**src/sv/tvsd_pkg.sv**
```systemverilog
// ----------------------------------------------------------------------------
// tvsd_pkg
// Shared types and codes for the tagged value stream decoder: tag classes,
// parser phases, value kinds and the queue entry passed from front to back.
// ----------------------------------------------------------------------------
package tvsd_pkg;

   // Tag byte ranges
   localparam logic [7:0] TAG_MSG_HI       = 8'h04;
   localparam logic [7:0] TAG_INT4         = 8'h10;
   localparam logic [7:0] TAG_STR4         = 8'h11;
   localparam logic [7:0] TAG_STR2         = 8'h12;
   localparam logic [7:0] TAG_BUF4         = 8'h13;
   localparam logic [7:0] TAG_BUF2         = 8'h14;
   localparam logic [7:0] TAG_SIMPLE_LO    = 8'h15;
   localparam logic [7:0] TAG_SIMPLE_HI    = 8'h19;
   localparam logic [7:0] TAG_FLOAT        = 8'h1A;
   localparam logic [7:0] TAG_OBJ          = 8'h1B;
   localparam logic [7:0] TAG_PTR          = 8'h1C;
   localparam logic [7:0] TAG_LFUNC        = 8'h1D;
   localparam logic [7:0] TAG_HEAPPTR      = 8'h1E;
   localparam logic [7:0] TAG_SHORT_STR_LO = 8'h60;
   localparam logic [7:0] TAG_SHORT_STR_HI = 8'h7F;
   localparam logic [7:0] TAG_SMALL_INT_LO = 8'h80;
   localparam logic [7:0] TAG_SMALL_INT_HI = 8'hBF;
   localparam logic [7:0] TAG_INT2_LO      = 8'hC0;
   localparam logic [7:0] TAG_INT2_HI      = 8'hFF;

   // Distance from simple tag code to its kind code
   localparam logic [4:0] SIMPLE_KIND_OFFSET = 5'd13;

   // Value kinds
   localparam logic [4:0] K_EOM       = 5'd0;
   localparam logic [4:0] K_INT       = 5'd5;
   localparam logic [4:0] K_STRING    = 5'd6;
   localparam logic [4:0] K_BUFFER    = 5'd7;
   localparam logic [4:0] K_FLOAT     = 5'd13;
   localparam logic [4:0] K_OBJ       = 5'd14;
   localparam logic [4:0] K_PTR       = 5'd15;
   localparam logic [4:0] K_LIGHTFUNC = 5'd16;
   localparam logic [4:0] K_HEAPPTR   = 5'd17;
   localparam logic [4:0] K_UNKNOWN   = 5'd18;

   // Message position and kind codes
   localparam logic [1:0] POS_LEAD   = 2'd0;
   localparam logic [1:0] POS_BODY   = 2'd1;
   localparam logic [1:0] POS_END    = 2'd2;
   localparam logic [2:0] MK_UNKNOWN = 3'd0;

   // Field lengths in bytes
   localparam logic [31:0] LEN_LONG  = 32'd4;
   localparam logic [31:0] LEN_SHORT = 32'd2;
   localparam logic [31:0] LEN_FLOAT = 32'd8;
   localparam logic [31:0] LEN_FLAGS = 32'd2;

   // Front-to-back queue
   localparam int QUEUE_DEPTH = 2;
   localparam int QPTR_BITS   = $clog2(QUEUE_DEPTH);
   localparam int QCNT_BITS   = $clog2(QUEUE_DEPTH + 1);

   typedef enum logic [3:0] {
      TC_MSG, TC_INT4, TC_STR4, TC_STR2, TC_BUF4, TC_BUF2, TC_FLOAT, TC_OBJ,
      TC_PTR, TC_LFUNC, TC_HEAPPTR, TC_SIMPLE, TC_SHORTSTR, TC_SMALLINT,
      TC_INT2, TC_UNKNOWN
   } tag_class_type;

   typedef enum logic [3:0] {
      PH_TAG, PH_INT4, PH_INT2, PH_LEN, PH_PAYLOAD, PH_FLOAT, PH_CLASS,
      PH_FLAGS, PH_PSIZE, PH_PDATA
   } phase_type;

   typedef struct packed {
      logic [7:0]    data;
      tag_class_type tclass;
      logic [4:0]    kind;
   } qentry_type;

endpackage

```
**src/sv/tvsd_front.sv**
```systemverilog
// ----------------------------------------------------------------------------
// tvsd_front
// Classifies each incoming byte as a tag and derives the value kind it
// would start; the back end uses this only when it expects a tag.
// ----------------------------------------------------------------------------
module tvsd_front
   import tvsd_pkg::*;
(
   input  logic [7:0] in_byte,
   output qentry_type entry
);

   always_comb begin
      entry.data   = in_byte;
      entry.tclass = TC_UNKNOWN;
      entry.kind   = K_UNKNOWN;
      unique case (in_byte) inside
         [8'h00:TAG_MSG_HI]: begin
            entry.tclass = TC_MSG;
            entry.kind   = in_byte[4:0];
         end
         TAG_INT4: begin
            entry.tclass = TC_INT4;
            entry.kind   = K_INT;
         end
         TAG_STR4: begin
            entry.tclass = TC_STR4;
            entry.kind   = K_STRING;
         end
         TAG_STR2: begin
            entry.tclass = TC_STR2;
            entry.kind   = K_STRING;
         end
         TAG_BUF4: begin
            entry.tclass = TC_BUF4;
            entry.kind   = K_BUFFER;
         end
         TAG_BUF2: begin
            entry.tclass = TC_BUF2;
            entry.kind   = K_BUFFER;
         end
         [TAG_SIMPLE_LO:TAG_SIMPLE_HI]: begin
            entry.tclass = TC_SIMPLE;
            entry.kind   = in_byte[4:0] - SIMPLE_KIND_OFFSET;
         end
         TAG_FLOAT: begin
            entry.tclass = TC_FLOAT;
            entry.kind   = K_FLOAT;
         end
         TAG_OBJ: begin
            entry.tclass = TC_OBJ;
            entry.kind   = K_OBJ;
         end
         TAG_PTR: begin
            entry.tclass = TC_PTR;
            entry.kind   = K_PTR;
         end
         TAG_LFUNC: begin
            entry.tclass = TC_LFUNC;
            entry.kind   = K_LIGHTFUNC;
         end
         TAG_HEAPPTR: begin
            entry.tclass = TC_HEAPPTR;
            entry.kind   = K_HEAPPTR;
         end
         [TAG_SHORT_STR_LO:TAG_SHORT_STR_HI]: begin
            entry.tclass = TC_SHORTSTR;
            entry.kind   = K_STRING;
         end
         [TAG_SMALL_INT_LO:TAG_SMALL_INT_HI]: begin
            entry.tclass = TC_SMALLINT;
            entry.kind   = K_INT;
         end
         [TAG_INT2_LO:TAG_INT2_HI]: begin
            entry.tclass = TC_INT2;
            entry.kind   = K_INT;
         end
         default: begin
            entry.tclass = TC_UNKNOWN;
            entry.kind   = K_UNKNOWN;
         end
      endcase
   end

endmodule

```
**src/sv/tvsd_queue.sv**
```systemverilog
// ----------------------------------------------------------------------------
// tvsd_queue
// Short FIFO of classified requests between the front and back ends.
// ----------------------------------------------------------------------------
module tvsd_queue
   import tvsd_pkg::*;
(
   input  logic       clock,
   input  logic       reset,
   input  logic       push,
   input  qentry_type push_entry,
   output logic       full,
   input  logic       pop,
   output logic       head_valid,
   output qentry_type head_entry
);

   qentry_type           entry_ff [QUEUE_DEPTH];
   logic [QPTR_BITS-1:0] wr_ptr_ff, wr_ptr_in;
   logic [QPTR_BITS-1:0] rd_ptr_ff, rd_ptr_in;
   logic [QCNT_BITS-1:0] count_ff, count_in;

   function automatic logic [QPTR_BITS-1:0] ptr_next(input logic [QPTR_BITS-1:0] p);
      if (p == QPTR_BITS'(QUEUE_DEPTH - 1)) begin
         return '0;
      end
      return p + 1'b1;
   endfunction

   assign full       = (count_ff == QCNT_BITS'(QUEUE_DEPTH));
   assign head_valid = (count_ff != '0);
   assign head_entry = entry_ff[rd_ptr_ff];

   always_comb begin
      wr_ptr_in = push ? ptr_next(wr_ptr_ff) : wr_ptr_ff;
      rd_ptr_in = pop ? ptr_next(rd_ptr_ff) : rd_ptr_ff;
      count_in  = count_ff;
      if (push && !pop) begin
         count_in = count_ff + 1'b1;
      end else if (pop && !push) begin
         count_in = count_ff - 1'b1;
      end
   end

   always_ff @(posedge clock) begin
      if (reset) begin
         wr_ptr_ff <= '0;
         rd_ptr_ff <= '0;
         count_ff  <= '0;
      end else begin
         wr_ptr_ff <= wr_ptr_in;
         rd_ptr_ff <= rd_ptr_in;
         count_ff  <= count_in;
      end
   end

   always_ff @(posedge clock) begin
      if (push) begin
         entry_ff[wr_ptr_ff] <= push_entry;
      end
   end

`ifndef SYNTHESIS
   a_no_overflow: assert property (@(posedge clock) disable iff (reset)
      count_ff <= QCNT_BITS'(QUEUE_DEPTH))
      else $error("queue count beyond depth");

   a_no_pop_empty: assert property (@(posedge clock) disable iff (reset)
      pop |-> head_valid)
      else $error("pop from empty queue");

   a_no_push_full: assert property (@(posedge clock) disable iff (reset)
      push |-> !full)
      else $error("push into full queue");
`endif

endmodule

```
**src/sv/tvsd_back.sv**
```systemverilog
// ----------------------------------------------------------------------------
// tvsd_back
// Value parser: consumes classified requests, tracks framing and builds
// at most one header or payload result per request into the output register.
// ----------------------------------------------------------------------------
module tvsd_back
   import tvsd_pkg::*;
#(
   parameter int MAX_POINTER_BYTES = 8
)
(
   input  logic               clock,
   input  logic               reset,
   input  logic               q_valid,
   input  qentry_type         q_entry,
   output logic               q_pop,
   output logic               rsp_valid,
   input  logic               rsp_stall,
   output logic [4:0]         rsp_value_kind,
   output logic signed [31:0] rsp_int_result,
   output logic [31:0]        rsp_payload_length,
   output logic [63:0]        rsp_pointer_address,
   output logic [7:0]         rsp_pointer_bytes,
   output logic [7:0]         rsp_object_class,
   output logic [63:0]        rsp_float_bits,
   output logic [7:0]         rsp_payload_byte,
   output logic               rsp_is_payload,
   output logic               rsp_last_of_value,
   output logic [1:0]         rsp_message_position,
   output logic [2:0]         rsp_message_kind
);

   localparam int          ADDR_BITS = 8 * MAX_POINTER_BYTES;
   localparam logic [63:0] ADDR_MASK = {64{1'b1}} >> (64 - ADDR_BITS);

   phase_type   phase_ff, phase_in;
   logic [4:0]  kind_ff, kind_in;
   logic [31:0] left_ff, left_in;
   logic [63:0] shift_ff, shift_in;
   logic [7:0]  class_ff, class_in;
   logic [7:0]  psize_ff, psize_in;
   logic        expect_ff, expect_in;
   logic [2:0]  mkind_ff, mkind_in;
   logic        lead_ff, lead_in;
   logic        rsp_valid_ff, rsp_valid_in;

   logic               emit;
   logic [4:0]         r_kind;
   logic signed [31:0] r_int;
   logic [31:0]        r_len;
   logic [63:0]        r_addr;
   logic [63:0]        r_fbits;
   logic [7:0]         r_pbyte;
   logic               r_isp;
   logic               r_last;
   logic [7:0]         r_ptr_bytes;
   logic [7:0]         r_class;
   logic [1:0]         r_pos;

   logic [4:0]         kind_out_ff;
   logic signed [31:0] int_out_ff;
   logic [31:0]        len_out_ff;
   logic [63:0]        addr_out_ff;
   logic [7:0]         psize_out_ff;
   logic [7:0]         class_out_ff;
   logic [63:0]        fbits_out_ff;
   logic [7:0]         pbyte_out_ff;
   logic               isp_out_ff;
   logic               last_out_ff;
   logic [1:0]         pos_out_ff;
   logic [2:0]         mkind_out_ff;

   logic [7:0]  b;
   logic [31:0] left_dec;
   logic [63:0] shift8;
   logic        pop;
   logic        is_ptr_kind;

   assign b        = q_entry.data;
   assign pop      = q_valid && (!rsp_valid_ff || !rsp_stall);
   assign q_pop    = pop;
   assign left_dec = (left_ff != '0) ? left_ff - 32'd1 : '0;
   assign shift8   = {shift_ff[55:0], b};

   always_comb begin
      phase_in  = phase_ff;
      kind_in   = kind_ff;
      left_in   = left_ff;
      shift_in  = shift_ff;
      class_in  = class_ff;
      psize_in  = psize_ff;
      expect_in = expect_ff;
      mkind_in  = mkind_ff;
      lead_in   = lead_ff;
      emit      = 1'b0;
      r_kind    = K_EOM;
      r_int     = '0;
      r_len     = '0;
      r_addr    = '0;
      r_fbits   = '0;
      r_pbyte   = '0;
      r_isp     = 1'b0;
      r_last    = 1'b0;

      unique case (phase_ff) inside
         PH_TAG: begin
            lead_in = expect_ff;
            if (expect_ff) begin
               expect_in = 1'b0;
               mkind_in  = (q_entry.tclass == TC_MSG && b != 8'h00) ? b[2:0] : MK_UNKNOWN;
            end
            shift_in = '0;
            class_in = '0;
            psize_in = '0;
            left_in  = '0;
            kind_in  = q_entry.kind;
            unique case (q_entry.tclass) inside
               TC_MSG, TC_SIMPLE, TC_UNKNOWN: begin
                  emit   = 1'b1;
                  r_kind = q_entry.kind;
                  r_last = 1'b1;
               end
               TC_INT4: begin
                  phase_in = PH_INT4;
                  left_in  = LEN_LONG;
               end
               TC_STR4, TC_BUF4: begin
                  phase_in = PH_LEN;
                  left_in  = LEN_LONG;
               end
               TC_STR2, TC_BUF2: begin
                  phase_in = PH_LEN;
                  left_in  = LEN_SHORT;
               end
               TC_FLOAT: begin
                  phase_in = PH_FLOAT;
                  left_in  = LEN_FLOAT;
               end
               TC_OBJ: begin
                  phase_in = PH_CLASS;
               end
               TC_PTR, TC_HEAPPTR: begin
                  phase_in = PH_PSIZE;
               end
               TC_LFUNC: begin
                  phase_in = PH_FLAGS;
                  left_in  = LEN_FLAGS;
               end
               TC_SHORTSTR: begin
                  emit   = 1'b1;
                  r_kind = q_entry.kind;
                  if (b[4:0] == 5'd0) begin
                     r_last = 1'b1;
                  end else begin
                     r_len    = {27'd0, b[4:0]};
                     left_in  = {27'd0, b[4:0]};
                     phase_in = PH_PAYLOAD;
                  end
               end
               TC_SMALLINT: begin
                  emit   = 1'b1;
                  r_kind = K_INT;
                  r_int  = {26'd0, b[5:0]};
                  r_last = 1'b1;
               end
               TC_INT2: begin
                  shift_in = {58'd0, b[5:0]};
                  phase_in = PH_INT2;
               end
               default: begin
                  emit   = 1'b1;
                  r_kind = K_UNKNOWN;
                  r_last = 1'b1;
               end
            endcase
         end
         PH_INT4, PH_LEN, PH_FLOAT: begin
            shift_in = shift8;
            left_in  = left_dec;
            if (left_dec == '0) begin
               emit = 1'b1;
               if (phase_ff == PH_INT4) begin
                  r_kind = K_INT;
                  r_int  = shift8[31:0];
                  r_last = 1'b1;
               end else if (phase_ff == PH_FLOAT) begin
                  r_kind  = K_FLOAT;
                  r_fbits = shift8;
                  r_last  = 1'b1;
               end else begin
                  r_kind = kind_ff;
                  if (shift8[31:0] == '0) begin
                     r_last = 1'b1;
                  end else begin
                     r_len    = shift8[31:0];
                     left_in  = shift8[31:0];
                     phase_in = PH_PAYLOAD;
                  end
               end
            end
         end
         PH_INT2: begin
            emit   = 1'b1;
            r_kind = K_INT;
            r_int  = {18'd0, shift_ff[5:0], b};
            r_last = 1'b1;
         end
         PH_PAYLOAD: begin
            left_in = left_dec;
            emit    = 1'b1;
            r_kind  = kind_ff;
            r_pbyte = b;
            r_isp   = 1'b1;
            r_last  = (left_dec == '0);
         end
         PH_CLASS: begin
            class_in = b;
            phase_in = PH_PSIZE;
         end
         PH_FLAGS: begin
            left_in = left_dec;
            if (left_dec == '0) begin
               phase_in = PH_PSIZE;
            end
         end
         PH_PSIZE: begin
            psize_in = b;
            shift_in = '0;
            if (b == 8'h00) begin
               emit   = 1'b1;
               r_kind = kind_ff;
               r_last = 1'b1;
            end else begin
               left_in  = {24'd0, b};
               phase_in = PH_PDATA;
            end
         end
         PH_PDATA: begin
            shift_in = shift8 & ADDR_MASK;
            left_in  = left_dec;
            if (left_dec == '0) begin
               emit   = 1'b1;
               r_kind = kind_ff;
               r_addr = shift8 & ADDR_MASK;
               r_last = 1'b1;
            end
         end
         default: begin
            phase_in = PH_TAG;
         end
      endcase

      // close the value; an end marker in body position reopens framing
      if (emit && r_last) begin
         phase_in = PH_TAG;
         if (!lead_in && r_kind == K_EOM) begin
            expect_in = 1'b1;
         end
      end

      is_ptr_kind = (r_kind >= K_OBJ) && (r_kind <= K_HEAPPTR) && !r_isp;
      r_ptr_bytes = is_ptr_kind ? psize_in : '0;
      r_class     = (r_kind == K_OBJ && !r_isp) ? class_in : '0;
      if (lead_in) begin
         r_pos = POS_LEAD;
      end else if (r_kind == K_EOM) begin
         r_pos = POS_END;
      end else begin
         r_pos = POS_BODY;
      end

      rsp_valid_in = rsp_valid_ff;
      if (pop && emit) begin
         rsp_valid_in = 1'b1;
      end else if (!rsp_stall) begin
         rsp_valid_in = 1'b0;
      end
   end

   always_ff @(posedge clock) begin
      if (reset) begin
         phase_ff     <= PH_TAG;
         kind_ff      <= '0;
         left_ff      <= '0;
         shift_ff     <= '0;
         class_ff     <= '0;
         psize_ff     <= '0;
         expect_ff    <= 1'b1;
         mkind_ff     <= MK_UNKNOWN;
         lead_ff      <= 1'b0;
         rsp_valid_ff <= 1'b0;
      end else begin
         if (pop) begin
            phase_ff  <= phase_in;
            kind_ff   <= kind_in;
            left_ff   <= left_in;
            shift_ff  <= shift_in;
            class_ff  <= class_in;
            psize_ff  <= psize_in;
            expect_ff <= expect_in;
            mkind_ff  <= mkind_in;
            lead_ff   <= lead_in;
         end
         rsp_valid_ff <= rsp_valid_in;
      end
   end

   always_ff @(posedge clock) begin
      if (pop && emit) begin
         kind_out_ff  <= r_kind;
         int_out_ff   <= r_int;
         len_out_ff   <= r_len;
         addr_out_ff  <= r_addr;
         psize_out_ff <= r_ptr_bytes;
         class_out_ff <= r_class;
         fbits_out_ff <= r_fbits;
         pbyte_out_ff <= r_pbyte;
         isp_out_ff   <= r_isp;
         last_out_ff  <= r_last;
         pos_out_ff   <= r_pos;
         mkind_out_ff <= mkind_in;
      end
   end

   assign rsp_valid            = rsp_valid_ff;
   assign rsp_value_kind       = kind_out_ff;
   assign rsp_int_result       = int_out_ff;
   assign rsp_payload_length   = len_out_ff;
   assign rsp_pointer_address  = addr_out_ff;
   assign rsp_pointer_bytes    = psize_out_ff;
   assign rsp_object_class     = class_out_ff;
   assign rsp_float_bits       = fbits_out_ff;
   assign rsp_payload_byte     = pbyte_out_ff;
   assign rsp_is_payload       = isp_out_ff;
   assign rsp_last_of_value    = last_out_ff;
   assign rsp_message_position = pos_out_ff;
   assign rsp_message_kind     = mkind_out_ff;

`ifndef SYNTHESIS
   a_reset_state: assert property (@(posedge clock)
      reset |=> (phase_ff == PH_TAG) && expect_ff && !rsp_valid_ff)
      else $error("parser not at tag phase after reset");

   a_payload_count: assert property (@(posedge clock) disable iff (reset)
      (phase_ff == PH_PAYLOAD) |-> (left_ff != '0))
      else $error("payload phase with no bytes left");

   a_payload_continue: assert property (@(posedge clock) disable iff (reset)
      (pop && emit && r_isp && !r_last) |=> (phase_ff == PH_PAYLOAD))
      else $error("payload ended before its last byte");

   a_no_overwrite: assert property (@(posedge clock) disable iff (reset)
      (rsp_valid_ff && rsp_stall) |-> !pop)
      else $error("result register overwritten while stalled");
`endif

endmodule

```
**src/sv/tagged_value_stream_decoder.sv**
```systemverilog
// ----------------------------------------------------------------------------
// tagged_value_stream_decoder
// Debug-link tagged value decoder: byte stream in, value headers and
// payload bytes out.
// ----------------------------------------------------------------------------
// Takes one link byte per request and returns at most one result per byte:
// a header when a value's fields are complete, then one result per string or
// buffer payload byte. A byte is accepted every cycle while the queue is not
// full; the front classifies it and writes it into a two-entry queue, and the
// parser consumes one queue entry per cycle whenever its output register is
// empty or being drained, and registers each result in that output register.
// The parser update (one 32-bit count decrement and a byte shift into the
// 64-bit value register) sets the rate. req_stall rises only when the queue
// fills because rsp_stall holds the output register.
module tagged_value_stream_decoder
   import tvsd_pkg::*;
#(
   parameter int MAX_POINTER_BYTES = 8
)
(
   input  logic               clock,
   input  logic               reset,
   input  logic               req_valid,
   output logic               req_stall,
   input  logic [7:0]         req_in_byte,
   output logic               rsp_valid,
   input  logic               rsp_stall,
   output logic [4:0]         rsp_value_kind,
   output logic signed [31:0] rsp_int_result,
   output logic [31:0]        rsp_payload_length,
   output logic [63:0]        rsp_pointer_address,
   output logic [7:0]         rsp_pointer_bytes,
   output logic [7:0]         rsp_object_class,
   output logic [63:0]        rsp_float_bits,
   output logic [7:0]         rsp_payload_byte,
   output logic               rsp_is_payload,
   output logic               rsp_last_of_value,
   output logic [1:0]         rsp_message_position,
   output logic [2:0]         rsp_message_kind
);

   qentry_type front_entry;
   qentry_type head_entry;
   logic       q_valid;
   logic       q_full;
   logic       q_pop;
   logic       push;

   assign req_stall = q_full;
   assign push      = req_valid && !q_full;

   tvsd_front u_front (
      .in_byte (req_in_byte),
      .entry   (front_entry)
   );

   tvsd_queue u_queue (
      .clock      (clock),
      .reset      (reset),
      .push       (push),
      .push_entry (front_entry),
      .full       (q_full),
      .pop        (q_pop),
      .head_valid (q_valid),
      .head_entry (head_entry)
   );

   tvsd_back #(
      .MAX_POINTER_BYTES (MAX_POINTER_BYTES)
   ) u_back (
      .clock                (clock),
      .reset                (reset),
      .q_valid              (q_valid),
      .q_entry              (head_entry),
      .q_pop                (q_pop),
      .rsp_valid            (rsp_valid),
      .rsp_stall            (rsp_stall),
      .rsp_value_kind       (rsp_value_kind),
      .rsp_int_result       (rsp_int_result),
      .rsp_payload_length   (rsp_payload_length),
      .rsp_pointer_address  (rsp_pointer_address),
      .rsp_pointer_bytes    (rsp_pointer_bytes),
      .rsp_object_class     (rsp_object_class),
      .rsp_float_bits       (rsp_float_bits),
      .rsp_payload_byte     (rsp_payload_byte),
      .rsp_is_payload       (rsp_is_payload),
      .rsp_last_of_value    (rsp_last_of_value),
      .rsp_message_position (rsp_message_position),
      .rsp_message_kind     (rsp_message_kind)
   );

endmodule

```
**config.mk**
```make
export PLATFORM = sky130hd
export DESIGN_NAME = tagged_value_stream_decoder
export DESIGN_NICKNAME = d
export VERILOG_FILES = /design/src/sv/tvsd_pkg.sv /design/src/sv/tvsd_front.sv /design/src/sv/tvsd_queue.sv /design/src/sv/tvsd_back.sv /design/src/sv/tagged_value_stream_decoder.sv
export SDC_FILE = /design/constraint.sdc
export NUM_CORES = 1
export LEC_CHECK = 0
export ABC_AREA = 1
export BUFFER_PORTS_ARGS = -buffer_cell sky130_fd_sc_hd__buf_2
export CAP_MARGIN = 20
export CORE_MARGIN = 2
export CORE_UTILIZATION = 59
export DETAILED_ROUTE_END_ITERATION = 7
export GPL_TIMING_DRIVEN = 1
export PLACE_DENSITY = 0.82
export RECOVER_POWER = 50
export SLEW_MARGIN = 25
export SYNTH_ARGS = -nofsm -noshare
export SYNTH_HDL_FRONTEND = slang
export SYNTH_SLANG_ARGS = --single-unit
```
**constraint.sdc**
```tcl
create_clock -name clock -period 21.3 [get_ports clock]
set_input_delay 4.26 -clock clock [delete_from_list [all_inputs] [get_ports clock]]
set_output_delay 4.26 -clock clock [all_outputs]
set_load 0.05 [all_outputs]
```
# --- Word level (Yosys, flattened, before mapping) ---
# Memories as Yosys holds them, arrays and structs flattened. A register that Yosys moved wholly into a read port is not among the register bits.
# Index checks and enable logic that the tools add are counted.
classes:
  muxes: 75
  bitwise_logic: 3
  n_lt_le_gt_ge: 12
  n_eq_ne: 47
  addsub: 6
  reduce_logical: 54
ops:
  columns: ["cell", "n"]
  rows:
  - ["$mux 32", 13]
  - ["$pmux 32 s4", 2]
  - ["$pmux 56 s3", 1]
  - ["$pmux 9 s15", 1]
  - ["$pmux 32 s3", 1]
  - ["$eq 8x5->1 const B", 10]
  - ["$logic_not 32->1", 2]
  - ["$pmux 32 s2", 1]
  - ["$eq 4x4->1 const B", 10]
  - ["$eq 4x3->1 const B", 8]
  - ["$mux 4", 8]
  - ["$pmux 4 s8", 1]
  - ["$pmux 8 s2", 2]
  - ["$reduce_bool 32->1", 1]
  - ["$sub 32x1->32 const B", 1]
  - ["$mux 5", 6]
  - ["$pmux 5 s6", 1]
  - ["$mux 1", 25]
  - ["$pmux 4 s6", 1]
  - ["$eq 4x2->1 const B", 4]
  - ["$ge 8x8->1 const B", 2]
  - ["$le 8x8->1 const B", 2]
  - ["$logic_and 1x1->1", 16]
  - ["$reduce_or 4->1", 4]
  - ["other kinds (45)", 74]
word_totals:
  n_memories: 1
  ram_bits: 34
  regBits: 351
memory_table:
  columns: ["memory", "words", "word_bits", "rd", "rd_ports_with_merged_regs", "wr", "line_no", "source"]
  rows:
  - ["u_queue.entry_ff", 2, 17, 1, 1, 1, "tvsd_queue.sv:18", "qentry_type entry_ff [QUEUE_DEPTH];"]

# --- Longest topological paths before layout ---
logic_depth:
  depth_word: 9
  ltp_mapped: 24
  depth_no_buf: 23

# --- Hierarchy ---
# From an unflattened synthesis, not the netlist that was laid out.
hier_totals:
  hier_cells: 2001
  area_unflattened_um2: 18004.8
by_module_without_submodules:
  columns: ["module", "cells_per_inst", "instances", "area_each_um2"]
  rows:
  - ["tvsd_back", 1795, 1, 15847.7]
  - ["tvsd_queue", 86, 1, 1507.7]
  - ["tvsd_front", 118, 1, 639.4]
  - ["tagged_value_stream_decoder", 2, 1, 10.0]

# --- Worst setup path before layout ---
# No wires, ideal clock.
synth_timing:
  path_type: "input to register"
  startpoint: "input rsp_stall"
  endpoint: "register u_back.fbits_out_ff[0], in the netlist u_back.rsp_float_bits[0], enable pin"
  t_required_ps: 20721
  t_arrival_ps: 9460
  n_path_buf: 1
  path_stages: 6
  path_slack_ps: 11261
  path_cell_list: "nand2_1 o21ai_1 inv_1 clkbuf_1 nand2_1 inv_1"
synth_between:
  elab_chain_len: 4
synth_lines:
  columns: ["element", "line_no", "source"]
  rows:
  - ["start: declaration", "tagged_value_stream_decoder.sv:27", "input logic rsp_stall,"]
  - ["$logic_not 1->1", "tvsd_back.sv:80", "assign pop = q_valid && (!rsp_valid_ff || !rsp_stall);"]
  - ["$logic_or 1x1->1", "tvsd_back.sv:80", null]
  - ["$logic_and 1x1->1", "tvsd_back.sv:80", null]
  - ["$logic_and 1x1->1", "tvsd_back.sv:309", "if (pop && emit) begin"]
  - ["end signal: assignment", "tvsd_back.sv:316", "fbits_out_ff <= r_fbits;"]
  - ["end: declaration", "tvsd_back.sv:66", "logic [63:0] fbits_out_ff;"]
# No other way between the ends.
# A chain may end at the register's enable or synchronous reset.

# --- Worst setup path in the final report ---
layout_timing:
  startpoint: "input rsp_stall"
  endpoint: "register u_back.left_ff[2]"
layout_between:
  elab_chain_len: 4
layout_lines:
  columns: ["element", "line_no", "source"]
  rows:
  - ["$logic_not 1->1", "tvsd_back.sv:80", null]
  - ["$logic_or 1x1->1", "tvsd_back.sv:80", null]
  - ["$logic_and 1x1->1", "tvsd_back.sv:80", null]
  - ["$reduce_and 3->1 (no line)", null, null]
  - ["end signal: assignment", "tvsd_back.sv:296", "left_ff <= left_in;"]
  - ["end: declaration", "tvsd_back.sv:38", "logic [31:0] left_ff, left_in;"]
# No other way between the ends.

==> results.toml <==
[timing]
final.setup.tns_ns = 0
fin_skew_ns = 0.0142
max_freq_mhz = 136
maxSlewViolCount = 39
report.final.hold_viol_count = 0
grt_setup_unrepaired = "no"
setup_violations = 0
post-route-min-period_ns = 7.35
tightest_slew_ns = 1.88
timing.final.crit_share_pct = 34.5
relative_slew_margins_pct = -25.1

[setup_path]
crit_path_start_kind = "input port"
critical_path.endpoint_type = "flip-flop"
worstPathMaxFanout = 37
worst-path-stages = 12
critPathKind = "in2reg"
crit_chain = "buf_2 > nand2_1 > o21ai_0 > clkbuf_1 > inv_1 > nand2_1 > a21oi_2 > buf_4 > clkinv_1 > a21oi_1 > nand2_1 > a21oi_1"
worstPathArrival_ns = 7.80
critical-path-max-stage-delay_ns = 0.87
critical_path.slowest_cell = "clkinv_1"
worst_ep_required_time_ns = 21.75
cp.buffers_inverters = 5
critical-path-top-delay-family = "buffers and inverters"
path_common_cell = "nand2_1"
reg2regPathDepth = 19

[yosys]
mappedNetlistNets = 2024
yosysSeqAreaShare_pct = 59.0
mappedNetlistArea_um2 = 17500
number_of_flops_mapped_to_enable_cells_by_yosys = 262
synth_top_area_cell = "edfxtp_1"
async_flop_share_pct = 0
yosys.area.top_type_share_pct = 44.9
syn-instance-count = 2005
ys_dominant_reg_cell = "edfxtp_1"
yosys-top-cells-area = "edfxtp_1 (45%), dfxtp_1 (14%), nand2_1 (8.9%), nor2_1 (7.9%), inv_1 (5.7%)"
synth.lib_cells_used.distinct = 45
post-synth-top-count-cell = "nand2_1"
synth.ff_latch_count = 386
post_synth_most_frequent_cells = "nand2_1 (418), nor2_1 (368), inv_1 (266), edfxtp_1 (262), a21oi_1 (144)"
post_synth.cell_area_avg_um2 = 8.75
ys_warn_count = 0

[layout]
final_util_pct = 68.0
final_net_count = 2253
layout-drive-gt1-share_pct = 10.6
antenna-diode-count = 0
area_growth_pct = 14.3

[placed_design]
replace_congestion = 0.904
hpwl_um = 34000
buffer_ports.inserted = 241

[clock_tree]
cts_tree = "yes"
clock_sinks = 386
htree_levels = 2
post_cts_buffers = 0
hold_buffers = 0
worst_skew_pair.late_latency_ns = 0.52
numCtsBuffers = 37
post_cts.resized_instances = 0
buffer_levels_on_the_longest_clock_path = 3
worst_setup_hold_path_clk_slew_ns = 0.06
clockRootBuffer = "clkbuf_16"

[route]
drt-pass1-iter-count = 6
viasPerCell = 5.61
drtIter0Drc = 1760
drt-wirelength-per-cell_um = 18.3
route.antenna.remaining_nets = 0
drc = 0
totalWireLength_um = 48600
dr_total_vias = 14900

[floorplan]
design.portCount = 242
die-height_um = 176
die_x_um = 176
start_util_pct = 59.5
area_of_the_die_um2 = 31100
floorplan.rows = 63
core_region_area_um2 = 29500

[grt]
grt_first_pass_wirelength_um = 74700
total_grt_usage_pct = 30.9
globalRoute.totalOverflow = 0
grt_antenna_before_repair = 0
first_global_vias = 13900
grt_max_degree = 142

[run_status]
result_of_the_run = "finished, violations left"
failing_checks = "max-capacitance violations, max-slew violations"

[min_path]
worst_hold_path.num_cells = 2
worstHoldPathType = "reg2reg"

[job]
maxCapViolations = 1
==> per-layer routing <==
layer	GRT usage, %	share of wire [%]	vias up
li1	-	-	6963
met1	42.2	40	6960
met2	50.7	47	826
met3	4.07	8.9	126
met4	11.7	3.9	0
met5	0	0	-
==> path summary, 6_finish.rpt <==
check / startpoint / end / slack [ns]
max reg2reg: u_back.left_ff[0] / u_back.rsp_float_bits[31] / 15.14
min: u_back.shift_ff[48] / u_back.shift_ff[48] / 0.46
max: rsp_stall / u_back.left_ff[2] / 13.95
min reg2reg: u_back.shift_ff[48] / u_back.shift_ff[48] / 0.46
==> kinds of logic (layout without fill, tap and decap cells) <==
family / count (synthesis) / count (layout) / synth area share, %
and+or+nand+nor: 962 / 962 / 23.2
adders and majority gates: 7 / 7 / 0.499
buffers and inverters: 353 / 610 / 7.96
AOI/OAI and AO/OA: 285 / 285 / 8.70
DFF: 386 / 386 / 59.0
muxes: 5 / 5 / 0.321
xor gates and xnor gates: 7 / 7 / 0.350
==> stage by stage <==
stage / setup WS (ns) / std cells / instance area [µm²] / hold WS (ns)
after global routing: 13.66 / 2652 / 20000 / 0.494
final: 13.95 / 2652 / 20000 / 0.463
after detailed placement: 13.79 / 2585 / 19100 / 0.453
after global placement: 13.90 / 2584 / 19100 / 0.436
after floorplan: 11.26 / 2005 / 17500 / 0.425
after CTS: 14.33 / 2652 / 20300 / 0.464
==> tightest hold or removal path: stages, from the launching register on <==
cell	delay [ns]
dfxtp_1	0.31
nand2_1	0.06
a21oi_1	0.05
==> registers in the layout, indices dropped and copies added (netlist names), 2 cells and up, named ones only <==
| signal | count |
|---|---|
| u_back.left_ff | 32 |
| u_back.rsp_float_bits | 64 |
| u_queue.entry_ff | 34 |
| u_back.rsp_object_class | 8 |
| u_back.mkind_ff | 3 |
| u_back.rsp_int_result | 32 |
| u_queue.count_ff | 2 |
| u_back.psize_ff | 8 |
| u_back.shift_ff | 56 |
| u_back.rsp_payload_byte | 8 |
| u_back.class_ff | 8 |
| u_back.kind_ff | 5 |
| u_back.rsp_pointer_address | 64 |
| u_back.rsp_payload_length | 32 |
| u_back.rsp_message_position | 2 |
| u_back.rsp_value_kind | 5 |
| u_back.rsp_message_kind | 3 |
| u_back.rsp_pointer_bytes | 8 |
| u_back.phase_ff | 4 |
==> final cells by class <==
cell class	count	area (µm²)
timing repair buffer	260	1160
inverter	283	1070
clock inverter	15	110
sequential	386	10300
multi-input combinational	1266	5750
fill	2373	9430
clock buffer	52	1120
tap	390	488
==> placed cells by master, fill, tap and decap left out, types with 6 or more instances in the layout <==
| cell type | instances |
|---|---|
| nor3_1 | 19 |
| edfxtp_1 | 262 |
| a211oi_1 | 8 |
| clkinv_1 | 10 |
| nand4_1 | 19 |
| a21oi_1 | 144 |
| inv_2 | 8 |
| nor2_4 | 8 |
| inv_1 | 264 |
| clkbuf_16 | 41 |
| o22ai_1 | 17 |
| nand3_1 | 69 |
| ha_1 | 7 |
| xor2_1 | 6 |
| dfxtp_1 | 124 |
| buf_2 | 104 |
| nand2_2 | 12 |
| clkbuf_1 | 155 |
| o21ai_0 | 77 |
| nor2_1 | 369 |
| o21ai_1 | 17 |
| nand3_2 | 9 |
| nand2_1 | 423 |
| clkinv_2 | 9 |
| nor2_2 | 18 |
Power is not shown: default switching activity piles up to over one toggle a cycle in this logic, so the estimate is an artifact.
